File: src/rtl/tgs_pkg.sv
`timescale 1ns / 1ps
package tgs_pkg;

   localparam int GRID_X_DEF = 16;
   localparam int GRID_Y_DEF = 16;
   localparam int GRID_Z_DEF = 16;

   localparam int ADDR_W  = 12;
   localparam int CELL_W  = 8;
   localparam int FRAC_W  = 17;
   localparam int CSR_W   = 3;
   localparam int CORNERS = 8;

   localparam logic [FRAC_W-1:0] ONE_Q16 = 17'h10000;
   localparam logic [31:0] INV_SPACING_RESET = 32'h0001_0000;

   localparam logic KIND_LOAD  = 1'b0;
   localparam logic KIND_QUERY = 1'b1;

   localparam logic [CSR_W-1:0] CSR_ORIGIN_X = 3'd0;
   localparam logic [CSR_W-1:0] CSR_ORIGIN_Y = 3'd1;
   localparam logic [CSR_W-1:0] CSR_ORIGIN_Z = 3'd2;
   localparam logic [CSR_W-1:0] CSR_INV_X    = 3'd3;
   localparam logic [CSR_W-1:0] CSR_INV_Y    = 3'd4;
   localparam logic [CSR_W-1:0] CSR_INV_Z    = 3'd5;

   typedef struct packed {
      logic               kind;
      logic [ADDR_W-1:0]  node_index;
      logic signed [31:0] node_vel_x;
      logic signed [31:0] node_vel_y;
      logic signed [31:0] node_vel_z;
      logic signed [31:0] node_press;
      logic signed [31:0] pos_x;
      logic signed [31:0] pos_y;
      logic signed [31:0] pos_z;
   } req_payload_type;

   typedef struct packed {
      logic               in_bounds;
      logic signed [31:0] vel_x;
      logic signed [31:0] vel_y;
      logic signed [31:0] vel_z;
      logic signed [31:0] pressure;
   } rsp_payload_type;

   typedef struct packed {
      logic signed [31:0] vel_x;
      logic signed [31:0] vel_y;
      logic signed [31:0] vel_z;
      logic signed [31:0] press;
   } node_type;

   function automatic logic signed [31:0] node_field(input node_type n, input int q);
      logic signed [31:0] v;
      case (q)
         0: v = n.vel_x;
         1: v = n.vel_y;
         2: v = n.vel_z;
         default: v = n.press;
      endcase
      return v;
   endfunction

endpackage

File: src/rtl/tgs_axis.sv
`timescale 1ns / 1ps
module tgs_axis #(
   parameter int GRID = tgs_pkg::GRID_X_DEF
) (
   input  logic                          clock,
   input  logic                          en,
   input  logic signed [31:0]            pos,
   input  logic signed [31:0]            origin,
   input  logic [31:0]                   inv_spacing,
   output logic [tgs_pkg::CELL_W-1:0]    cell_idx,
   output logic [tgs_pkg::FRAC_W-1:0]    frac,
   output logic                          ok
);
   import tgs_pkg::*;

   localparam logic [48:0] LIM = 49'(GRID - 1) << 16;

   logic signed [32:0] diff_in, diff_ff;
   logic [47:0]        hi_in, hi_ff, lo_in, lo_ff;
   logic               neg_ff;
   logic [48:0]        n_in;
   logic [CELL_W-1:0]  cell_in, cell_ff;
   logic [FRAC_W-1:0]  frac_in, frac_ff;
   logic               ok_in, ok_ff;

   assign diff_in = 33'(pos) - 33'(origin);
   assign hi_in   = 48'(diff_ff[31:16]) * 48'(inv_spacing);
   assign lo_in   = 48'(diff_ff[15:0]) * 48'(inv_spacing);
   assign n_in    = 49'(hi_ff) + 49'(lo_ff[47:16]);

   always_comb begin
      ok_in = !neg_ff && (n_in <= LIM);
      // far face: clamp to last cell at full weight
      if (n_in[48:16] > 33'(GRID - 2)) begin
         cell_in = CELL_W'(GRID - 2);
         frac_in = ONE_Q16;
      end else begin
         cell_in = n_in[16 +: CELL_W];
         frac_in = {1'b0, n_in[15:0]};
      end
   end

   always_ff @(posedge clock) begin
      if (en) begin
         diff_ff <= diff_in;
         hi_ff   <= hi_in;
         lo_ff   <= lo_in;
         neg_ff  <= diff_ff[32];
         cell_ff <= cell_in;
         frac_ff <= frac_in;
         ok_ff   <= ok_in;
      end
   end

   assign cell_idx = cell_ff;
   assign frac     = frac_ff;
   assign ok       = ok_ff;

endmodule

File: config.mk
export PLATFORM = sky130hd
export DESIGN_NAME = tgs_axis
export DESIGN_NICKNAME = d
export VERILOG_FILES = /design/src/rtl/tgs_pkg.sv /design/src/rtl/tgs_axis.sv
export SDC_FILE = /design/constraint.sdc
export NUM_CORES = 2
export LEC_CHECK = 0
export BUFFER_PORTS_ARGS = -buffer_cell sky130_fd_sc_hd__buf_4
export CAP_MARGIN = 30
export CORE_MARGIN = 1.5
export CORE_UTILIZATION = 50
export CTS_CLUSTER_SIZE = 20
export DETAILED_ROUTE_END_ITERATION = 7
export PLACE_DENSITY = 0.79
export SLEW_MARGIN = 10
export SYNTH_ARGS = -nofsm -noshare
export SYNTH_HDL_FRONTEND = slang
export SYNTH_SLANG_ARGS = --single-unit
File: constraint.sdc
create_clock -name clock -period 7.9 [get_ports clock]
set_clock_uncertainty 0.05 [all_clocks]
set_input_delay 1.975 -clock clock [delete_from_list [all_inputs] [get_ports clock]]
set_output_delay 1.975 -clock clock [all_outputs]
set_load 0.02 [all_outputs]
==> results.md <==
* Status: complete, no violations
* Iteration count of the initial detailed-routing pass at 6
* Worst-margin pin slew at 1.030 ns
* Post-route ant nets at 0
* Synth Area in Adders at 51.58%
* Relative slew slack at 31.36%
* # clock sinks at 140
* Number of H-tree levels at 4
* Seq/Total Area, Yosys at 10.57%
* Final period util at 98.29%
* Routability cong. at between 0.9 and 1
* Worst skew pair latency at 0.49 ns
* 1st-iter DRT viols at 2535
* Synth Instances at 4390
* WL/cell at 18.38 um
* Compound-cell area share of the yosys netlist at 6.270%
* Clock Root Buffer: clkbuf_16
* Die height at ~290 um
* Share of flip-flops with an asynchronous set or reset at 0%
* P&R area growth vs syn at 13.67%
* Via/cell ratio at between 5 and 6
* Commonest non-fill, non-tap cell in the layout: inv_1
* Synth Area in XOR/XNOR at 2.751%
* Ys Warns at 0
* Ports at 124
* Number of global-route vias before repair at 33220
* Final count of pins violating max slew at 0
* Post-place setup slack at -0.7613 ns
* Initial Util at 50.45%
* Post-synth EDFFs at 140
* Via count at 31320
* Initial antenna violation count at 8
* Final net count at around 5900
* DRC at 0
* Setup_tns at 0 ns
* GRT Util Overall at 26.48%
* Core Rows at between 100 and 150
* Yosys cell types at 71
* Synthesized area per cell at about 9.1 um^2
* Clk buf depth at 2
* First-pass GRT wire length at 169.8 mm
* Remaining Overflow, GRT at 0
* Required @ worst endpoint at 8.10 ns
* Tmin final at 7.765 ns
* Final worst slack at approximately 0.14 ns
* Simple-Gate Fraction of Synth Area at 17.61%
* Largest net degree at the start of global routing at 78
* Worst-path maximum fanout at 9
* Hold Buf Count CTS at 0
* Largest family of logic cells by synthesized area: adder cells
* Worst-path clk slew at 0.07 ns
* Critical path data arrival time at 7.96 ns
* Worst hold path class: reg2reg
* Crit path launch type: primary input
* Multiplexer share of the synthesized area at 0.2075%
* Die extent in x at 285.1 um
* Port-buffer cells at 123
* Synthesized area at 39790 um^2
* Die area at a little over 80000 um^2
* CORE AREA at 78870 um^2
* Final Setup Violations at 0
* Share of layout cells above drive strength 1 at around an eighth
* CP Capture Type: register
* Peak Freq at between 0.1 and 0.15 GHz
* RSZ-0062 raised after global routing: true
* Flops & latches, synth at between 100 and 150
* Clock buffer count from CTS at 17
* Max Cap Viol at 0
* CTS tree: yes
* Most used flip-flop cell after synthesis: edfxtp_1
* Most frequent cells in the layout: 933 x inv_1, 828 x fa_1, 675 x nand2_1
* Worst Path Class, Setup: in2reg
* Post-DP HPWL at 86.32 mm
* Final Hold Viols at 0
* Total Wirelength at 105.5 mm
## worst paths after layout
kind,slack (ns),from,depth (start not counted),end
max,0.14,inv_spacing[7],23,hi_ff[47]
max reg2reg,0.77,diff_ff[9],25,lo_ff[46]
min reg2reg,0.72,neg_ff,2,ok
min,0.72,neg_ff,2,ok
## logic make-up (layout without fill, tap and decap cells)
logic type,Yosys count,in the layout
simple gates,1431,1431
fa+ha+maj,1138,1138
compound gates,386,386
other cells,1,6
xor+xnor,125,125
buf+inv,1161,1452
mux,8,8
flops,140,140
## worst max-delay path, stage by stage
cell and delay, ns:
buf_6 0.13, and2_4 0.16, fa_1 0.56, inv_2 0.06, fa_1 0.56, fa_1 0.44, fa_1 0.53, inv_2 0.04
fa_1 0.50, fa_1 0.59, ha_4 0.22, a21o_1 0.22, a31oi_2 0.18, o211ai_1 0.17, a221oi_2 0.27, buf_4 0.19
o2111ai_4 0.13, a41oi_2 0.20, o21ai_2 0.08, a221o_1 0.37, a21boi_1 0.16, a211o_1 0.16, xnor2_1 0.07
## routing by layer
metal | part of all wire (%) | global-route usage (%) | up-vias
met2 | 48 | 44.00 | 1500
li1 | - | - | 13910
met4 | 3.8 | 10.11 | 12
met5 | 0.081 | 0 | -
met1 | 38 | 33.49 | 15630
met3 | 9.8 | 6.416 | 279
## flip-flops by register name, indices dropped and copies added (netlist names)
signal	flops
cell_idx	8
lo_ff	32
frac	17
neg_ff	1
hi_ff	48
diff_ff	33
ok	1
## repair_timing
| action | 4_1_cts | 5_1_grt |
|---|---|---|
| cloned | 0 | 1 |
| pin swaps | 6 | 53 |
| buffers inserted | 3 | 6 |
| setup endpoints to repair | 11 | 25 |
| resized for setup | 8 | 102 |
| endpoints found under the hold margin | 0 | 0 |
## synthesized netlist by cell type, types with 14 or more instances
| cell type | instances | area [um^2] |
|---|---|---|
| ha_1 | 301 | 3766 |
| a21oi_1 | 116 | 580.6 |
| nand4_1 | 26 | 162.7 |
| and2_1 | 432 | 2703 |
| o21bai_1 | 16 | 120.1 |
| nor2_1 | 82 | 307.8 |
| xor2_1 | 35 | 306.5 |
| nand3_1 | 61 | 305.3 |
| nand2b_1 | 17 | 106.4 |
| o21ai_0 | 73 | 365.4 |
| o21a_1 | 26 | 195.2 |
| or3_1 | 16 | 100.1 |
| edfxtp_1 | 140 | 4204 |
| fa_1 | 837 | 16760 |
| xnor2_1 | 90 | 788.3 |
| inv_1 | 939 | 3525 |
| clkbuf_1 | 208 | 780.8 |
| nand2_1 | 677 | 2541 |
| and3_1 | 14 | 87.58 |
| a21o_1 | 46 | 345.3 |
| nor4_1 | 25 | 156.4 |
| nor3_1 | 31 | 155.2 |
## layout make-up
class | count | area, um^2
fill | 6504 | 33640
multi-input combinational | 3092 | 31620
sequential | 140 | 4204
timing repair buffer | 481 | 3970
inverter | 939 | 3525
tap | 1050 | 1314
clock buffer | 18 | 429.2
clock inverter | 14 | 156.4
antenna | 2 | 5.005
## stage by stage
step	hold slack [ns]	std cells	cell area (um^2)	utilization [%]
detailed placement	0.6870	5686	43970	55.75
finish	0.7167	5736	45230	57.34
floorplan	0.3503	4393	39910	-
global placement	0.6651	5684	43940	55.71
CTS	0.7039	5720	44620	56.57
global route	0.7516	5735	45220	57.34
Power is not shown: default switching activity piles up to over one toggle a cycle in this logic, so the estimate is an artifact.
