==> src/rtl/tgs_pkg.sv <==
`timescale 1ns / 1ps
package tgs_pkg;

   localparam int GRID_X_DEF = 16;
   localparam int GRID_Y_DEF = 16;
   localparam int GRID_Z_DEF = 16;

   localparam int ADDR_W  = 12;
   localparam int CELL_W  = 8;
   localparam int FRAC_W  = 17;
   localparam int CSR_W   = 3;
   localparam int CORNERS = 8;

   localparam logic [FRAC_W-1:0] ONE_Q16 = 17'h10000;
   localparam logic [31:0] INV_SPACING_RESET = 32'h0001_0000;

   localparam logic KIND_LOAD  = 1'b0;
   localparam logic KIND_QUERY = 1'b1;

   localparam logic [CSR_W-1:0] CSR_ORIGIN_X = 3'd0;
   localparam logic [CSR_W-1:0] CSR_ORIGIN_Y = 3'd1;
   localparam logic [CSR_W-1:0] CSR_ORIGIN_Z = 3'd2;
   localparam logic [CSR_W-1:0] CSR_INV_X    = 3'd3;
   localparam logic [CSR_W-1:0] CSR_INV_Y    = 3'd4;
   localparam logic [CSR_W-1:0] CSR_INV_Z    = 3'd5;

   typedef struct packed {
      logic               kind;
      logic [ADDR_W-1:0]  node_index;
      logic signed [31:0] node_vel_x;
      logic signed [31:0] node_vel_y;
      logic signed [31:0] node_vel_z;
      logic signed [31:0] node_press;
      logic signed [31:0] pos_x;
      logic signed [31:0] pos_y;
      logic signed [31:0] pos_z;
   } req_payload_type;

   typedef struct packed {
      logic               in_bounds;
      logic signed [31:0] vel_x;
      logic signed [31:0] vel_y;
      logic signed [31:0] vel_z;
      logic signed [31:0] pressure;
   } rsp_payload_type;

   typedef struct packed {
      logic signed [31:0] vel_x;
      logic signed [31:0] vel_y;
      logic signed [31:0] vel_z;
      logic signed [31:0] press;
   } node_type;

   function automatic logic signed [31:0] node_field(input node_type n, input int q);
      logic signed [31:0] v;
      case (q)
         0: v = n.vel_x;
         1: v = n.vel_y;
         2: v = n.vel_z;
         default: v = n.press;
      endcase
      return v;
   endfunction

endpackage

==> src/rtl/tgs_lerp.sv <==
`timescale 1ns / 1ps
module tgs_lerp (
   input  logic                       clock,
   input  logic                       en,
   input  logic signed [31:0]         a,
   input  logic signed [31:0]         b,
   input  logic [tgs_pkg::FRAC_W-1:0] f,
   output logic signed [31:0]         y
);
   import tgs_pkg::*;

   logic [FRAC_W-1:0]  w;
   logic signed [49:0] pa_in, pb_in, pa_ff, pb_ff;
   logic signed [50:0] sum_in;
   logic signed [31:0] y_ff;

   assign w      = ONE_Q16 - f;
   assign pa_in  = a * $signed({1'b0, w});
   assign pb_in  = b * $signed({1'b0, f});
   // round half up, then floor by the shift
   assign sum_in = 51'(pa_ff) + 51'(pb_ff) + 51'(32768);

   always_ff @(posedge clock) begin
      if (en) begin
         pa_ff <= pa_in;
         pb_ff <= pb_in;
         y_ff  <= sum_in[47:16];
      end
   end

   assign y = y_ff;

endmodule

==> config.mk <==
export PLATFORM = sky130hd
export DESIGN_NAME = tgs_lerp
export DESIGN_NICKNAME = d
export VERILOG_FILES = /design/src/rtl/tgs_pkg.sv /design/src/rtl/tgs_lerp.sv
export SDC_FILE = /design/constraint.sdc
export NUM_CORES = 2
export LEC_CHECK = 0
export ABC_CLOCK_PERIOD_IN_PS = 9000
export BUFFER_PORTS_ARGS = -buffer_cell sky130_fd_sc_hd__buf_2
export CORE_ASPECT_RATIO = 0.6
export CORE_MARGIN = 4
export CORE_UTILIZATION = 50
export DETAILED_ROUTE_END_ITERATION = 8
export HOLD_SLACK_MARGIN = 0.12
export MAX_ROUTING_LAYER = met4
export PLACE_DENSITY = 0.66
export RECOVER_POWER = 25
export SYNTH_ARGS = -nofsm -noshare
export SYNTH_HDL_FRONTEND = slang
export SYNTH_SLANG_ARGS = --single-unit
==> constraint.sdc <==
create_clock -name clock -period 9 [get_ports clock]
set_input_delay 0.45 -clock clock [delete_from_list [all_inputs] [get_ports clock]]
set_output_delay 0.45 -clock clock [all_outputs]
set_load 0.02 [all_outputs]
==> results.py <==
metrics = {
    "detailed_routing": {
        "drt_first_iter_violations": 1980,
        "first_pass_iters": 5,
        "viasPerCell": 5.264,
        "routed_wl_um": 108800,
        "drcViolationCount": 0,
        "vias": 30380,
        "wl_per_cell_um": 18.86,
        "antenna_left": 0,
    },
    "grt": {
        "antenna_found_initial": 2,
        "grt_pass1_wl_um": 181700,
        "grtUsageTotal_pct": 25.84,
        "grt_overflow": 0,
        "grt_pass1_vias": 32890,
        "grt_max_degree": 75,
    },
    "critical_path": {
        "path_buf_inv": 5,
        "cp_slowest_cell": "a211oi_1",
        "crit_family": "adder cells",
        "worstSetupEndpointType": "flip-flop",
        "critPathRequiredTime_ps": 9220,
        "critical_path_class": "input pin to flip-flop",
        "cp_max_fo": 24,
        "path_common_cell": "fa_1",
        "crit_start": "f[2]",
        "r2r-start": "pa_ff[10]",
        "reg2reg_setup_slack_ps": 5010,
        "critPathArrivalTime_ps": 8740,
        "slowest_delay_ps": 580,
        "startpoint_type": "input pin",
    },
    "cts": {
        "numCtsBuffers": 25,
        "cts_resized": 0,
        "clock_path_buffers": 3,
        "path_clk_slew_ps": 50,
        "h-tree-depth": 4,
        "cts_num_sinks": 128,
        "cts.hold.buffers_added": 0,
        "tritoncts": "yes",
        "cts_setup_buffers": 0,
        "clock_latency_ps": 490,
        "cts-root-buf": "clkbuf_16",
    },
    "synth": {
        "synth_xor_area_share_pct": 2.939,
        "syn_area_per_cell_um2": 9.297,
        "synth_top_family_by_area": "adder cells",
        "ys_types": 68,
        "synthCells": 4643,
        "synthAdderAreaFrac_pct": 56.43,
        "ys_warn_count": 0,
        "synthesis.area_um2": 43170,
        "syn_nets": 6062,
        "synth_compound_area_share_pct": 4.986,
        "synthMuxAreaShare_pct": 0,
        "synth-edff-count": 128,
        "synthSimpleGateAreaFrac_pct": 14.99,
        "synth.ff_latch_count": 128,
        "yosysSeqAreaShare_pct": 8.905,
        "ys.flop_type": "edfxtp_1",
        "synthArstFlopShare_pct": 0,
    },
    "timing": {
        "finalMaxSlewViolations": 56,
        "max_slew_margin_pct": -96.05,
        "fin_skew_ps": 21.71,
        "finalSetupTns_ps": 0,
        "clock.fmax_ghz": 0.1174,
        "post-route-min-period_ps": 8521,
        "tightest_slew_ps": 2941,
        "post-route-period-util_pct": 94.68,
        "rsz0062_at_grt": "false",
        "setup_violations": 0,
        "hold_viol": 0,
    },
    "run_status": {
        "violations": "max-capacitance violations, max-slew violations",
        "status": "complete, but fails checks",
    },
    "floorplanning": {
        "die_h_um": 235.6,
        "ios": 115,
        "fp.dieW_um": 387.3,
        "initial_core_util_pct": 50.44,
        "core_um2": 85570,
        "die_area_um2": 91250,
        "num_rows": 83,
    },
    "placed_design": {
        "io_buffer_count": 114,
        "dp_hpwl_um": 88560,
        "finalWeightedCongestion": 0.9008,
    },
    "cells_and_area": {
        "n_antenna_cell": 0,
        "nets": 6039,
        "area_delta_synth_final_pct": 5.302,
        "seq_area_um2": 3844,
        "drive_gt1_share_pct": 4.065,
        "fillCellCount": 7877,
        "multi_input_area_um2": 34350,
    },
    "worst_hold_path": {
        "hp-class": "input pin to flip-flop",
        "hold_path.startpoint": "a[0]",
    },
    "job": {
        "drv_cap": 1,
    },
}
-- routing by layer --
metal  track usage [%]  up-vias  wire length (um)
li1                  -    13610                 -
met1             38.31    15570             50620
met2             37.32     1088             46430
met3             5.507      111              9814
met4             4.115        0              1972
met5                 -        -                 0
-- synth_stat cells, types with 2 or more instances --
cell | number | area, um^2
and2_1 | 373 | 2333
a22o_1 | 2 | 17.52
a21oi_1 | 98 | 490.5
a21o_1 | 59 | 442.9
o211ai_1 | 7 | 52.55
nand4_1 | 18 | 112.6
nor4_1 | 2 | 12.51
a211oi_1 | 10 | 75.07
o21ai_1 | 8 | 40.04
inv_1 | 1146 | 4302
and3_1 | 39 | 244.0
and4_1 | 2 | 17.52
o211a_1 | 4 | 40.04
nand3_1 | 21 | 105.1
o21a_1 | 23 | 172.7
nor3_1 | 25 | 125.1
nand4b_1 | 2 | 17.52
o22ai_1 | 2 | 12.51
edfxtp_1 | 128 | 3844
nand2_1 | 722 | 2710
xnor2_1 | 108 | 945.9
ha_1 | 318 | 3979
fa_1 | 1018 | 20380
o21bai_1 | 11 | 82.58
a311oi_1 | 5 | 43.79
xor2_1 | 35 | 306.5
or2_2 | 2 | 12.51
or4_4 | 2 | 22.52
a221oi_1 | 3 | 26.28
o31ai_1 | 4 | 30.03
a31oi_1 | 10 | 62.56
nor3b_1 | 2 | 15.01
buf_1 | 10 | 37.54
o221ai_1 | 3 | 26.28
clkbuf_1 | 191 | 716.9
o21ai_0 | 54 | 270.3
a21boi_0 | 4 | 30.03
a211o_1 | 3 | 26.28
nand2b_1 | 16 | 100.1
o41ai_1 | 4 | 35.03
nor2b_1 | 50 | 312.8
or3_1 | 4 | 25.02
nor2_1 | 70 | 262.8
-- kinds of logic after synthesis --
group                    Yosys count
AO/OA/AOI/OAI                    331
adder cells (fa/ha/maj)         1336
flip-flops                       128
XOR/XNOR                         144
buffers and inverters           1349
AND/OR/NAND/NOR                 1355
-- state kept, by name (all words and copies together), names as in the netlist --
name,flops
pa_ff,48
pb_ff,48
y,32
-- final cells by class --
| cell class | count | share of cell area (%) |
|---|---|---|
| Timing Repair Buffer | 153 | 1.853 |
| Inverter | 1146 | 9.464 |
| Clock buffer | 26 | 1.385 |
| Sequential cell | 128 | 8.456 |
| Tap cell | 1147 | 3.157 |
| Multi-Input combinational cell | 3166 | 75.57 |
| Clock inverter | 6 | 0.1156 |
-- worst paths after layout --
path / end / cells after the start
worst min-delay path: pa_ff[0] / 2
worst max register to register: y[25] / 12
worst min register to register: y[31] / 2
worst max-delay path: pa_ff[47] / 28
-- layout by cell type, fill, tap and decap left out, types with 50 or more instances in the layout --
cell type / count
ha_1: 318
buf_2: 97
a21o_1: 59
inv_1: 1146
fa_1: 1018
nor2_1: 69
xnor2_1: 101
edfxtp_1: 128
nor2b_1: 50
o21ai_0: 54
and2_1: 372
nand2_1: 722
a21oi_1: 98
-- through the flow --
stage	instance area [um^2]	setup slack [ps]	utilization, %	hold slack, ps	instances
2_1_floorplan	43170	1067	-	562.5	4643
3_3_place_gp	44800	289.7	52.35	704.7	5740
3_5_place_dp	44800	170.2	52.35	653.2	5740
4_1_cts	45480	645.0	53.15	428.7	5772
5_1_grt	45450	61.81	53.12	622.5	5772
6_report	45450	479.0	53.12	621.0	5772
-- worst reg2reg max path, stage by stage (launching register included) --
cell and delay [ps]:
edfxtp_1 390, ha_1 310, ha_1 320, nand4_1 170
o21bai_1 100, a311o_1 400, o21a_1 190, nor2_1 390
o2111ai_1 260, a21oi_1 520, o21ai_1 220, a21boi_0 260
xnor2_1 240
Power is left out: the tool's default activity adds up to more than one toggle a clock period on the data nets, which glitch-free logic cannot reach.
